**config.mk**
```make
export PLATFORM = sky130hd
export DESIGN_NAME = gamepad_input_qualifier
export DESIGN_NICKNAME = d
export VERILOG_FILES = /design/src/rtl/gpiq_pkg.sv /design/src/rtl/gpiq_front.sv /design/src/rtl/gpiq_queue.sv /design/src/rtl/gpiq_back.sv /design/src/rtl/gamepad_input_qualifier.sv
export SDC_FILE = /design/constraint.sdc
export NUM_CORES = 2
export LEC_CHECK = 0
export BUFFER_PORTS_ARGS = -buffer_cell sky130_fd_sc_hd__buf_2
export CAP_MARGIN = 5
export CORE_MARGIN = 2
export CORE_UTILIZATION = 40
export CTS_CLUSTER_SIZE = 28
export DETAILED_ROUTE_END_ITERATION = 10
export HOLD_SLACK_MARGIN = 0.06
export PLACE_DENSITY = 0.53
export SLEW_MARGIN = 20
export SYNTH_ARGS = -nofsm -noshare
export SYNTH_HDL_FRONTEND = slang
export SYNTH_SLANG_ARGS = --single-unit
```
**constraint.sdc**
```tcl
create_clock -name i_clk -period 10.67 [get_ports i_clk]
set_input_delay 0 -clock i_clk [delete_from_list [all_inputs] [get_ports i_clk]]
set_output_delay 0 -clock i_clk [all_outputs]
set_load 0.02 [all_outputs]
```
**src/rtl/gpiq_pkg.sv**
```systemverilog
package gpiq_pkg;

    // Configuration register indexes
    localparam int unsigned CFG_IDX_W = 2;
    localparam int unsigned CFG_DATA_W = 16;
    localparam logic [CFG_IDX_W-1:0] CFG_DEAD_ZONE       = 2'd0;
    localparam logic [CFG_IDX_W-1:0] CFG_REPEAT_INTERVAL = 2'd1;
    localparam logic [CFG_IDX_W-1:0] CFG_TILT_THRESHOLD  = 2'd2;

    // Register reset values
    localparam logic [14:0] DEAD_ZONE_RST       = 15'd7849;
    localparam logic [15:0] REPEAT_INTERVAL_RST = 16'd100;
    localparam logic [14:0] TILT_THRESHOLD_RST  = 15'd3276;

    // Queue between front and back
    localparam int unsigned QUEUE_DEPTH = 4;
    localparam int unsigned QUEUE_PTR_W = $clog2(QUEUE_DEPTH);
    localparam int unsigned QUEUE_CNT_W = $clog2(QUEUE_DEPTH + 1);

    // Number of stick direction bits (two sticks, four directions each)
    localparam int unsigned NUM_DIRS = 8;

    // Classified sample handed from front to back
    typedef struct packed {
        logic [15:0]         raw_buttons;
        logic [3:0]          dpad;
        logic [NUM_DIRS-1:0] stick_dirs;
        logic [31:0]         now_ms;
    } t_front_item;

endpackage

```
**src/rtl/gpiq_front.sv**
```systemverilog
module gpiq_front (
    input  logic [15:0]         i_raw_buttons,
    input  logic signed [15:0]  i_left_x,
    input  logic signed [15:0]  i_left_y,
    input  logic signed [15:0]  i_right_x,
    input  logic signed [15:0]  i_right_y,
    input  logic [31:0]         i_now_ms,
    input  logic [14:0]         i_dead_zone,
    input  logic [14:0]         i_tilt_threshold,
    output gpiq_pkg::t_front_item o_item
);
    import gpiq_pkg::*;

    // Magnitude of a 16-bit signed axis; -32768 maps to 32768
    function automatic logic [16:0] axis_mag(input logic signed [15:0] v);
        logic signed [16:0] ve;
        ve = {v[15], v};
        return ve[16] ? 17'(-ve) : 17'(ve);
    endfunction

    // Four direction bits: 0 up, 1 down, 2 left, 3 right
    function automatic logic [3:0] classify(input logic signed [15:0] x,
                                            input logic signed [15:0] y,
                                            input logic [14:0] thr);
        logic [16:0] ax;
        logic [16:0] ay;
        logic [16:0] m;
        logic [3:0]  d;
        ax = axis_mag(x);
        ay = axis_mag(y);
        m  = (ax > ay) ? ax : ay;
        d  = 4'b0000;
        if (m > {2'b00, thr}) begin
            if (ay > ax) begin
                d = (y > 16'sd0) ? 4'b0001 : 4'b0010;
            end else if (ax > ay) begin
                d = (x > 16'sd0) ? 4'b1000 : 4'b0100;
            end
        end
        return d;
    endfunction

    logic signed [16:0] dz_pos;
    logic signed [16:0] dz_neg;
    logic signed [16:0] lx_e;
    logic signed [16:0] ly_e;
    logic [3:0]         dpad;

    // Dead zone d-pad from the left stick
    assign dz_pos = {2'b00, i_dead_zone};
    assign dz_neg = -dz_pos;
    assign lx_e   = {i_left_x[15], i_left_x};
    assign ly_e   = {i_left_y[15], i_left_y};

    always_comb begin
        dpad = 4'b0000;
        if (ly_e >= dz_pos) begin
            dpad[0] = 1'b1;
        end else if (ly_e <= dz_neg) begin
            dpad[1] = 1'b1;
        end
        if (lx_e <= dz_neg) begin
            dpad[2] = 1'b1;
        end else if (lx_e >= dz_pos) begin
            dpad[3] = 1'b1;
        end
    end

    // Pack the classified sample
    always_comb begin
        o_item.raw_buttons = i_raw_buttons;
        o_item.dpad        = dpad;
        o_item.stick_dirs  = {classify(i_right_x, i_right_y, i_tilt_threshold),
                              classify(i_left_x, i_left_y, i_tilt_threshold)};
        o_item.now_ms      = i_now_ms;
    end

endmodule

```
**src/rtl/gpiq_queue.sv**
```systemverilog
module gpiq_queue (
    input  logic                 i_clk,
    input  logic                 i_rst_n,
    input  logic                 i_push,
    input  gpiq_pkg::t_front_item i_item,
    input  logic                 i_pop,
    output logic                 o_full,
    output logic                 o_empty,
    output gpiq_pkg::t_front_item o_item
);
    import gpiq_pkg::*;

    t_front_item             r_mem [QUEUE_DEPTH];
    logic [QUEUE_PTR_W-1:0]  r_wr_ptr, n_wr_ptr;
    logic [QUEUE_PTR_W-1:0]  r_rd_ptr, n_rd_ptr;
    logic [QUEUE_CNT_W-1:0]  r_count, n_count;

    assign o_full  = (r_count == QUEUE_CNT_W'(QUEUE_DEPTH));
    assign o_empty = (r_count == '0);
    assign o_item  = r_mem[r_rd_ptr];

    // Pointer and fill bookkeeping
    always_comb begin
        n_wr_ptr = i_push ? r_wr_ptr + 1'b1 : r_wr_ptr;
        n_rd_ptr = i_pop ? r_rd_ptr + 1'b1 : r_rd_ptr;
        n_count  = r_count;
        if (i_push && !i_pop) begin
            n_count = r_count + 1'b1;
        end else if (!i_push && i_pop) begin
            n_count = r_count - 1'b1;
        end
    end

    always_ff @(posedge i_clk) begin
        if (!i_rst_n) begin
            r_wr_ptr <= '0;
            r_rd_ptr <= '0;
            r_count  <= '0;
        end else begin
            r_wr_ptr <= n_wr_ptr;
            r_rd_ptr <= n_rd_ptr;
            r_count  <= n_count;
        end
    end

    // Storage
    always_ff @(posedge i_clk) begin
        if (i_push) begin
            r_mem[r_wr_ptr] <= i_item;
        end
    end

endmodule

```
**src/rtl/gpiq_back.sv**
```systemverilog
module gpiq_back (
    input  logic                 i_clk,
    input  logic                 i_rst_n,
    input  logic                 i_avail,
    input  gpiq_pkg::t_front_item i_item,
    output logic                 o_pop,
    input  logic [15:0]          i_repeat_interval,
    output logic                 o_valid,
    input  logic                 i_ready,
    output logic [15:0]          o_held_buttons,
    output logic [15:0]          o_pressed_edges,
    output logic [15:0]          o_released_edges,
    output logic [15:0]          o_repeat_buttons,
    output logic [7:0]           o_stick_held,
    output logic [7:0]           o_stick_pressed,
    output logic [7:0]           o_stick_released,
    output logic [7:0]           o_stick_repeat
);
    import gpiq_pkg::*;

    // History state
    logic [15:0]         r_last_merged;
    logic [15:0]         r_btn_time;
    logic [NUM_DIRS-1:0] r_last_sticks;
    logic [31:0]         r_dir_time [NUM_DIRS];

    // Output register
    logic                r_out_valid;
    logic [15:0]         r_held, r_pressed, r_released, r_rep;
    logic [NUM_DIRS-1:0] r_sh, r_sp, r_sr, r_srep;

    logic [15:0]         merged;
    logic [15:0]         dt16;
    logic                btn_fire;
    logic [NUM_DIRS-1:0] dir_fire;
    logic [31:0]         dir_dt [NUM_DIRS];

    // Take the next sample when the output slot is free or being drained
    assign o_pop = i_avail && (!r_out_valid || i_ready);

    // Button edges and repeat
    assign merged   = i_item.raw_buttons | {12'd0, i_item.dpad};
    assign dt16     = i_item.now_ms[15:0] - r_btn_time;
    assign btn_fire = (merged != 16'd0) && (dt16 > i_repeat_interval);

    // Per-direction repeat timers
    always_comb begin
        for (int i = 0; i < NUM_DIRS; i++) begin
            dir_dt[i]   = i_item.now_ms - r_dir_time[i];
            dir_fire[i] = i_item.stick_dirs[i] && (dir_dt[i] > {16'd0, i_repeat_interval});
        end
    end

    always_ff @(posedge i_clk) begin
        if (!i_rst_n) begin
            r_last_merged <= '0;
            r_btn_time    <= '0;
            r_last_sticks <= '0;
            for (int i = 0; i < NUM_DIRS; i++) begin
                r_dir_time[i] <= '0;
            end
            r_out_valid   <= 1'b0;
        end else begin
            if (o_pop) begin
                r_last_merged <= merged;
                r_last_sticks <= i_item.stick_dirs;
                if (btn_fire) begin
                    r_btn_time <= i_item.now_ms[15:0];
                end
                for (int i = 0; i < NUM_DIRS; i++) begin
                    if (dir_fire[i]) begin
                        r_dir_time[i] <= i_item.now_ms;
                    end
                end
                r_out_valid <= 1'b1;
            end else if (i_ready) begin
                r_out_valid <= 1'b0;
            end
        end
    end

    // Result payload
    always_ff @(posedge i_clk) begin
        if (o_pop) begin
            r_held     <= merged;
            r_pressed  <= i_item.raw_buttons & ~r_last_merged;
            r_released <= ~i_item.raw_buttons & r_last_merged;
            r_rep      <= btn_fire ? merged : 16'd0;
            r_sh       <= i_item.stick_dirs;
            r_sp       <= i_item.stick_dirs & ~r_last_sticks;
            r_sr       <= ~i_item.stick_dirs & r_last_sticks;
            r_srep     <= dir_fire;
        end
    end

    assign o_valid          = r_out_valid;
    assign o_held_buttons   = r_held;
    assign o_pressed_edges  = r_pressed;
    assign o_released_edges = r_released;
    assign o_repeat_buttons = r_rep;
    assign o_stick_held     = r_sh;
    assign o_stick_pressed  = r_sp;
    assign o_stick_released = r_sr;
    assign o_stick_repeat   = r_srep;

`ifndef SYNTHESIS
    // Stick history follows the sample just moved to the output
    a_stick_history: assert property (@(posedge i_clk) disable iff (!i_rst_n)
        o_pop |=> (r_last_sticks == r_sh))
        else $error("stick history does not match last result");

    // Merged history follows the sample just moved to the output
    a_button_history: assert property (@(posedge i_clk) disable iff (!i_rst_n)
        o_pop |=> (r_last_merged == r_held))
        else $error("button history does not match last result");

    // A stick repeat only fires on a held direction
    a_repeat_held: assert property (@(posedge i_clk) disable iff (!i_rst_n)
        r_out_valid |-> ((r_srep & ~r_sh) == '0))
        else $error("stick repeat on a direction not held");

    // Button repeat is either silent or the whole merged word
    a_button_repeat: assert property (@(posedge i_clk) disable iff (!i_rst_n)
        r_out_valid |-> ((r_rep == 16'd0) || (r_rep == r_held)))
        else $error("button repeat differs from merged word");

    // At most one direction per stick
    a_one_dir: assert property (@(posedge i_clk) disable iff (!i_rst_n)
        r_out_valid |-> ($onehot0(r_sh[3:0]) && $onehot0(r_sh[7:4])))
        else $error("stick holds more than one direction");
`endif

endmodule

```
**src/rtl/gamepad_input_qualifier.sv**
```systemverilog
// Channel  | Handshake           | Payload
// ---------+---------------------+-----------------------------------------------
// sample   | i_valid / o_ready   | i_raw_buttons, i_left_x/y, i_right_x/y, i_now_ms
// result   | o_valid / i_ready   | o_held_buttons .. o_stick_repeat
// config   | i_cfg_we            | i_cfg_idx, i_cfg_data
//
// One sample per cycle sustained while i_ready holds.
// The front stage classifies in the transfer cycle and writes a 4-entry queue;
// the back stage applies edge and repeat history and loads the output register.
// Output stalls back up through the queue; o_ready drops only when it is full.
// Synchronous active-low reset clears history, queue and output valid, and
// restores register defaults.
module gamepad_input_qualifier (
    input  logic                           i_clk,
    input  logic                           i_rst_n,
    // configuration
    input  logic                           i_cfg_we,
    input  logic [gpiq_pkg::CFG_IDX_W-1:0] i_cfg_idx,
    input  logic [gpiq_pkg::CFG_DATA_W-1:0] i_cfg_data,
    // sample channel
    input  logic                           i_valid,
    output logic                           o_ready,
    input  logic [15:0]                    i_raw_buttons,
    input  logic signed [15:0]             i_left_x,
    input  logic signed [15:0]             i_left_y,
    input  logic signed [15:0]             i_right_x,
    input  logic signed [15:0]             i_right_y,
    input  logic [31:0]                    i_now_ms,
    // result channel
    output logic                           o_valid,
    input  logic                           i_ready,
    output logic [15:0]                    o_held_buttons,
    output logic [15:0]                    o_pressed_edges,
    output logic [15:0]                    o_released_edges,
    output logic [15:0]                    o_repeat_buttons,
    output logic [7:0]                     o_stick_held,
    output logic [7:0]                     o_stick_pressed,
    output logic [7:0]                     o_stick_released,
    output logic [7:0]                     o_stick_repeat
);
    import gpiq_pkg::*;

    logic [14:0] r_dead_zone;
    logic [15:0] r_repeat_interval;
    logic [14:0] r_tilt_threshold;

    t_front_item front_item;
    t_front_item queue_item;
    logic        q_full;
    logic        q_empty;
    logic        q_push;
    logic        q_pop;

    // Configuration registers
    always_ff @(posedge i_clk) begin
        if (!i_rst_n) begin
            r_dead_zone       <= DEAD_ZONE_RST;
            r_repeat_interval <= REPEAT_INTERVAL_RST;
            r_tilt_threshold  <= TILT_THRESHOLD_RST;
        end else if (i_cfg_we) begin
            unique case (i_cfg_idx)
                CFG_DEAD_ZONE:       r_dead_zone       <= i_cfg_data[14:0];
                CFG_REPEAT_INTERVAL: r_repeat_interval <= i_cfg_data;
                CFG_TILT_THRESHOLD:  r_tilt_threshold  <= i_cfg_data[14:0];
                default: begin
                end
            endcase
        end
    end

    // Front: classify the incoming sample
    gpiq_front u_front (
        .i_raw_buttons    (i_raw_buttons),
        .i_left_x         (i_left_x),
        .i_left_y         (i_left_y),
        .i_right_x        (i_right_x),
        .i_right_y        (i_right_y),
        .i_now_ms         (i_now_ms),
        .i_dead_zone      (r_dead_zone),
        .i_tilt_threshold (r_tilt_threshold),
        .o_item           (front_item)
    );

    assign o_ready = !q_full;
    assign q_push  = i_valid && !q_full;

    // Queue between front and back
    gpiq_queue u_queue (
        .i_clk   (i_clk),
        .i_rst_n (i_rst_n),
        .i_push  (q_push),
        .i_item  (front_item),
        .i_pop   (q_pop),
        .o_full  (q_full),
        .o_empty (q_empty),
        .o_item  (queue_item)
    );

    // Back: history, edges, repeats and output register
    gpiq_back u_back (
        .i_clk             (i_clk),
        .i_rst_n           (i_rst_n),
        .i_avail           (!q_empty),
        .i_item            (queue_item),
        .o_pop             (q_pop),
        .i_repeat_interval (r_repeat_interval),
        .o_valid           (o_valid),
        .i_ready           (i_ready),
        .o_held_buttons    (o_held_buttons),
        .o_pressed_edges   (o_pressed_edges),
        .o_released_edges  (o_released_edges),
        .o_repeat_buttons  (o_repeat_buttons),
        .o_stick_held      (o_stick_held),
        .o_stick_pressed   (o_stick_pressed),
        .o_stick_released  (o_stick_released),
        .o_stick_repeat    (o_stick_repeat)
    );

endmodule
```
==> flow_metrics.tcl <==
set metrics [dict create \
    portBuffers 232 \
    skew_ns 0.04695 \
    yosysSeqAreaShare_pct 40.36 \
    die_height_um 353.3 \
    num_rows 128 \
    fin_cells 7043 \
    maxSlewHeadroom_pct 25.47 \
    ios 233 \
    clkSinkCount 688 \
    start_util_pct 40.21 \
    tightest_slew_ns 1.111 \
    setup_viol 0 \
    place_inst 6756 \
    hold_viol 0 \
    place.gp.congestion 0.9117 \
    area_growth_pct 14.57 \
    drv_slew 0 \
    synth_flop_cell "edfxtp_1" \
    placed_cell_area_um2 51780 \
    powerDensity_nw_per_um2 361.9 \
    wl_um 163600 \
    syn_avg_cell_area_um2 9.716 \
    first_global_vias 38354 \
    grt_max_degree 69 \
    syn_area_um2 48810 \
    criticalPathCategory "register to register" \
    rsz0062_at_grt "no" \
    hp-class "primary input to register" \
    ys_ff_latch 688 \
    status "finished clean" \
    worstSetupStartpointType "register" \
    clockBufferDepth 3 \
    nets 6033 \
    synth_warnings 0 \
    finalSetupTns_ns 0 \
    power_uw 20240 \
    end_kind "register" \
    leakagePower_uw 0.02239 \
    firstDrtPassIters 6 \
    drt-vias-per-instance 5.737 \
    synth_cells 5024 \
    drc 0 \
    antenna_found_initial 8 \
    multi_input_area_um2 26770 \
    fin_crit_ns 7.629 \
    grt_usage_pct 25.62 \
    ir_drop_v 0.0001607 \
    cts-resized-gates 0 \
    nFillCells 11793 \
    regArea_um2 19710 \
    wl_per_cell_um 23.22 \
    design.core.area_um2 121400 \
    dp_hpwl_um 117600 \
    synth.distinct_cells 99 \
    max_freq_mhz 131.1 \
    htreeDepth 3 \
    cts_tree "built" \
    synth-edff-count 592 \
    die_w_um 353.3 \
    die_area_um2 124800 \
    vias 40407 \
    required_ns 11.05 \
    drt_iter0_drc 3485 \
    async_reset_ff_share_pct 0 \
    grt_overflow_total 0 \
    grt_pass1_wl_um 242700 \
    cts_made_buffers 81 \
    maxCapViolations 0 \
    clk_latency_ns 0.71 \
    final_area_um2 55920 \
    fin_crit_sh_pct 71.50 \
    drive_gt1_share_pct 9.922 \
    cp_max_fo 33 \
    drt.antenna.violating_nets 0 \
    cp.arrival_ns 8.01 \
    cts-root-buf "clkbuf_16" \
    clk_pin_slew_worst_paths_ns 0.06 \
]
[timing repair]
item	in CTS	in global routing
hold buffers	130	0
hold endpoints to repair	317	0
setup buffers	0	0
[path summary, 6_finish.rpt]
| kind | startpoint | endpoint | slack [ns] | cells after the start |
|---|---|---|---|---|
| worst max-delay path | register | u_back.r_dir_time[0][122] | 3.04 | 23 |
| worst min-delay path | i_now_ms[9] | u_queue.r_mem[2][9] | 0.1 | 2 |
| worst max register to register | register | u_back.r_dir_time[0][122] | 3.04 | 23 |
| worst min register to register | u_back.r_btn_time[8] | u_back.r_btn_time[8] | 0.45 | 2 |
[area by class of cell]
type                    count  share of cell area (%)
clock buffers              96                   3.797
repair buffers            411                   5.101
diodes                      6                 0.02685
multi-input cells        3699                   47.87
clock inverters            54                   1.206
well taps                1625                   3.636
flip-flops and latches    688                   35.24
inverters                 464                   3.123
[layout by cell type, fill, tap and decap left out, types with 49 or more instances in the layout]
master / instances
a21o_1: 123
inv_1: 461
nand2_1: 433
mux4_2: 58
nor2b_1: 86
dfxtp_1: 94
ha_1: 543
nor2_1: 358
dlygate4sd3_1: 130
xnor2_1: 146
edfxtp_1: 592
o21a_1: 69
o21ai_0: 212
a211oi_1: 51
clkbuf_16: 81
buf_4: 49
buf_2: 231
mux2i_1: 67
nand3_1: 101
o211ai_1: 54
nor3_1: 148
nand4_1: 109
xor2_1: 109
a21oi_1: 411
[layer usage]
layer / track usage [%] / wire length, µm / up-vias
li1: - / - / 19207
met1: 35.88 / 74000 / 19670
met2: 40.95 / 74450 / 1299
met3: 3.023 / 9651 / 231
met4: 8.902 / 5471 / 0
met5: 0 / 0 / -
[power breakdown]
group	switching (µW)	total [µW]	internal (µW)	leakage [µW]
Combinational	8270	13200	4970	0.0144
Clock	1230	2910	1670	0.00136
Sequential	241	4100	3860	0.00664
[flip-flops by register name (all words and copies together) (netlist names), named ones only]
| name | cells |
|---|---|
| r_dead_zone | 15 |
| r_repeat_interval | 16 |
| r_tilt_threshold | 15 |
| u_back.o_held_buttons | 16 |
| u_back.o_pressed_edges | 16 |
| u_back.o_released_edges | 16 |
| u_back.o_repeat_buttons | 16 |
| u_back.o_stick_held | 8 |
| u_back.o_stick_pressed | 8 |
| u_back.o_stick_released | 8 |
| u_back.o_stick_repeat | 8 |
| u_back.o_valid | 1 |
| u_back.r_btn_time | 16 |
| u_back.r_dir_time | 256 |
| u_back.r_last_merged | 16 |
| u_back.r_last_sticks | 8 |
| u_queue.r_count | 3 |
| u_queue.r_mem | 240 |
| u_queue.r_rd_ptr | 2 |
| u_queue.r_wr_ptr | 2 |
[per-stage QoR]
stage	util, %	hold slack [ns]	worst slack [ns]
after CTS	46.03	0.06936	2.998
after global placement	42.66	0.2183	3.138
after floorplan	-	0.09887	2.868
after detailed placement	42.66	0.2163	3.066
final	46.07	0.09797	3.041
after global routing	46.07	0.08574	2.514
[kinds of logic (layout without fill, tap and decap cells)]
family                   count (synthesis)  after routing  synth area share [%]
AND/OR/NAND/NOR                       1513           1513                 15.03
flip-flops                             688            688                 40.36
adder cells (fa/ha/maj)                553            553                 14.33
AO/OA/AOI/OAI                         1239           1239                 16.38
multiplexers                           134            134                 4.258
other                                    2             10               0.01539
buffers and inverters                  639           1025                 5.022
XOR/XNOR                               256            256                 4.609
[synthesized netlist by cell type, drive strengths merged (15+ instances only)]
cell       n  share of area [%]
and4      18               0.32
nand3    101                1.0
mux2i     67                1.4
nand4    110                1.4
dfxtp     96                3.9
or2       15               0.19
o211ai    54               0.83
o21a      69                1.1
a211oi    52               0.81
a31oi     39               0.50
nand2    433                3.3
inv      464                3.6
a221oi    20               0.36
nor2     358                2.8
mux4      58                2.7
or4       23               0.35
clkbuf   137                1.1
and2      45               0.58
edfxtp   592                 36
xor2     109                2.0
and3      31               0.40
nor2b     86                1.1
o21ai    218                2.3
o31ai     33               0.52
ha       543                 14
nor4      34               0.45
buf       38               0.40
o31a      16               0.29
or3       37               0.48
a2111oi   27               0.50
a21oi    412                4.2
xnor2    147                2.7
nor3     148                1.5
a21o     123                1.9
nand2b    38               0.49
o21bai    33               0.52
o221ai    17               0.31
[worst max-delay path, stage by stage, from the launching register on]
cell      delay, ns
dfxtp_4        0.63
buf_4          0.50
mux4_2         0.55
buf_4          0.27
fa_1           0.51
a21o_1         0.20
a221oi_1       0.57
a311oi_1       0.40
o21ai_0        0.33
nand2b_1       0.09
a21oi_1        0.18
xnor2_1        0.14
ha_1           0.25
nand4_1        0.10
nor2_1         0.07
o31a_1         0.11
o41a_1         0.32
or4b_1         0.52
nor4_1         0.35
nand4_1        0.26
o21bai_2       0.18
buf_4          0.34
nand2_1        0.09
buf_4          0.30
Power figures use the tool's default switching activity.
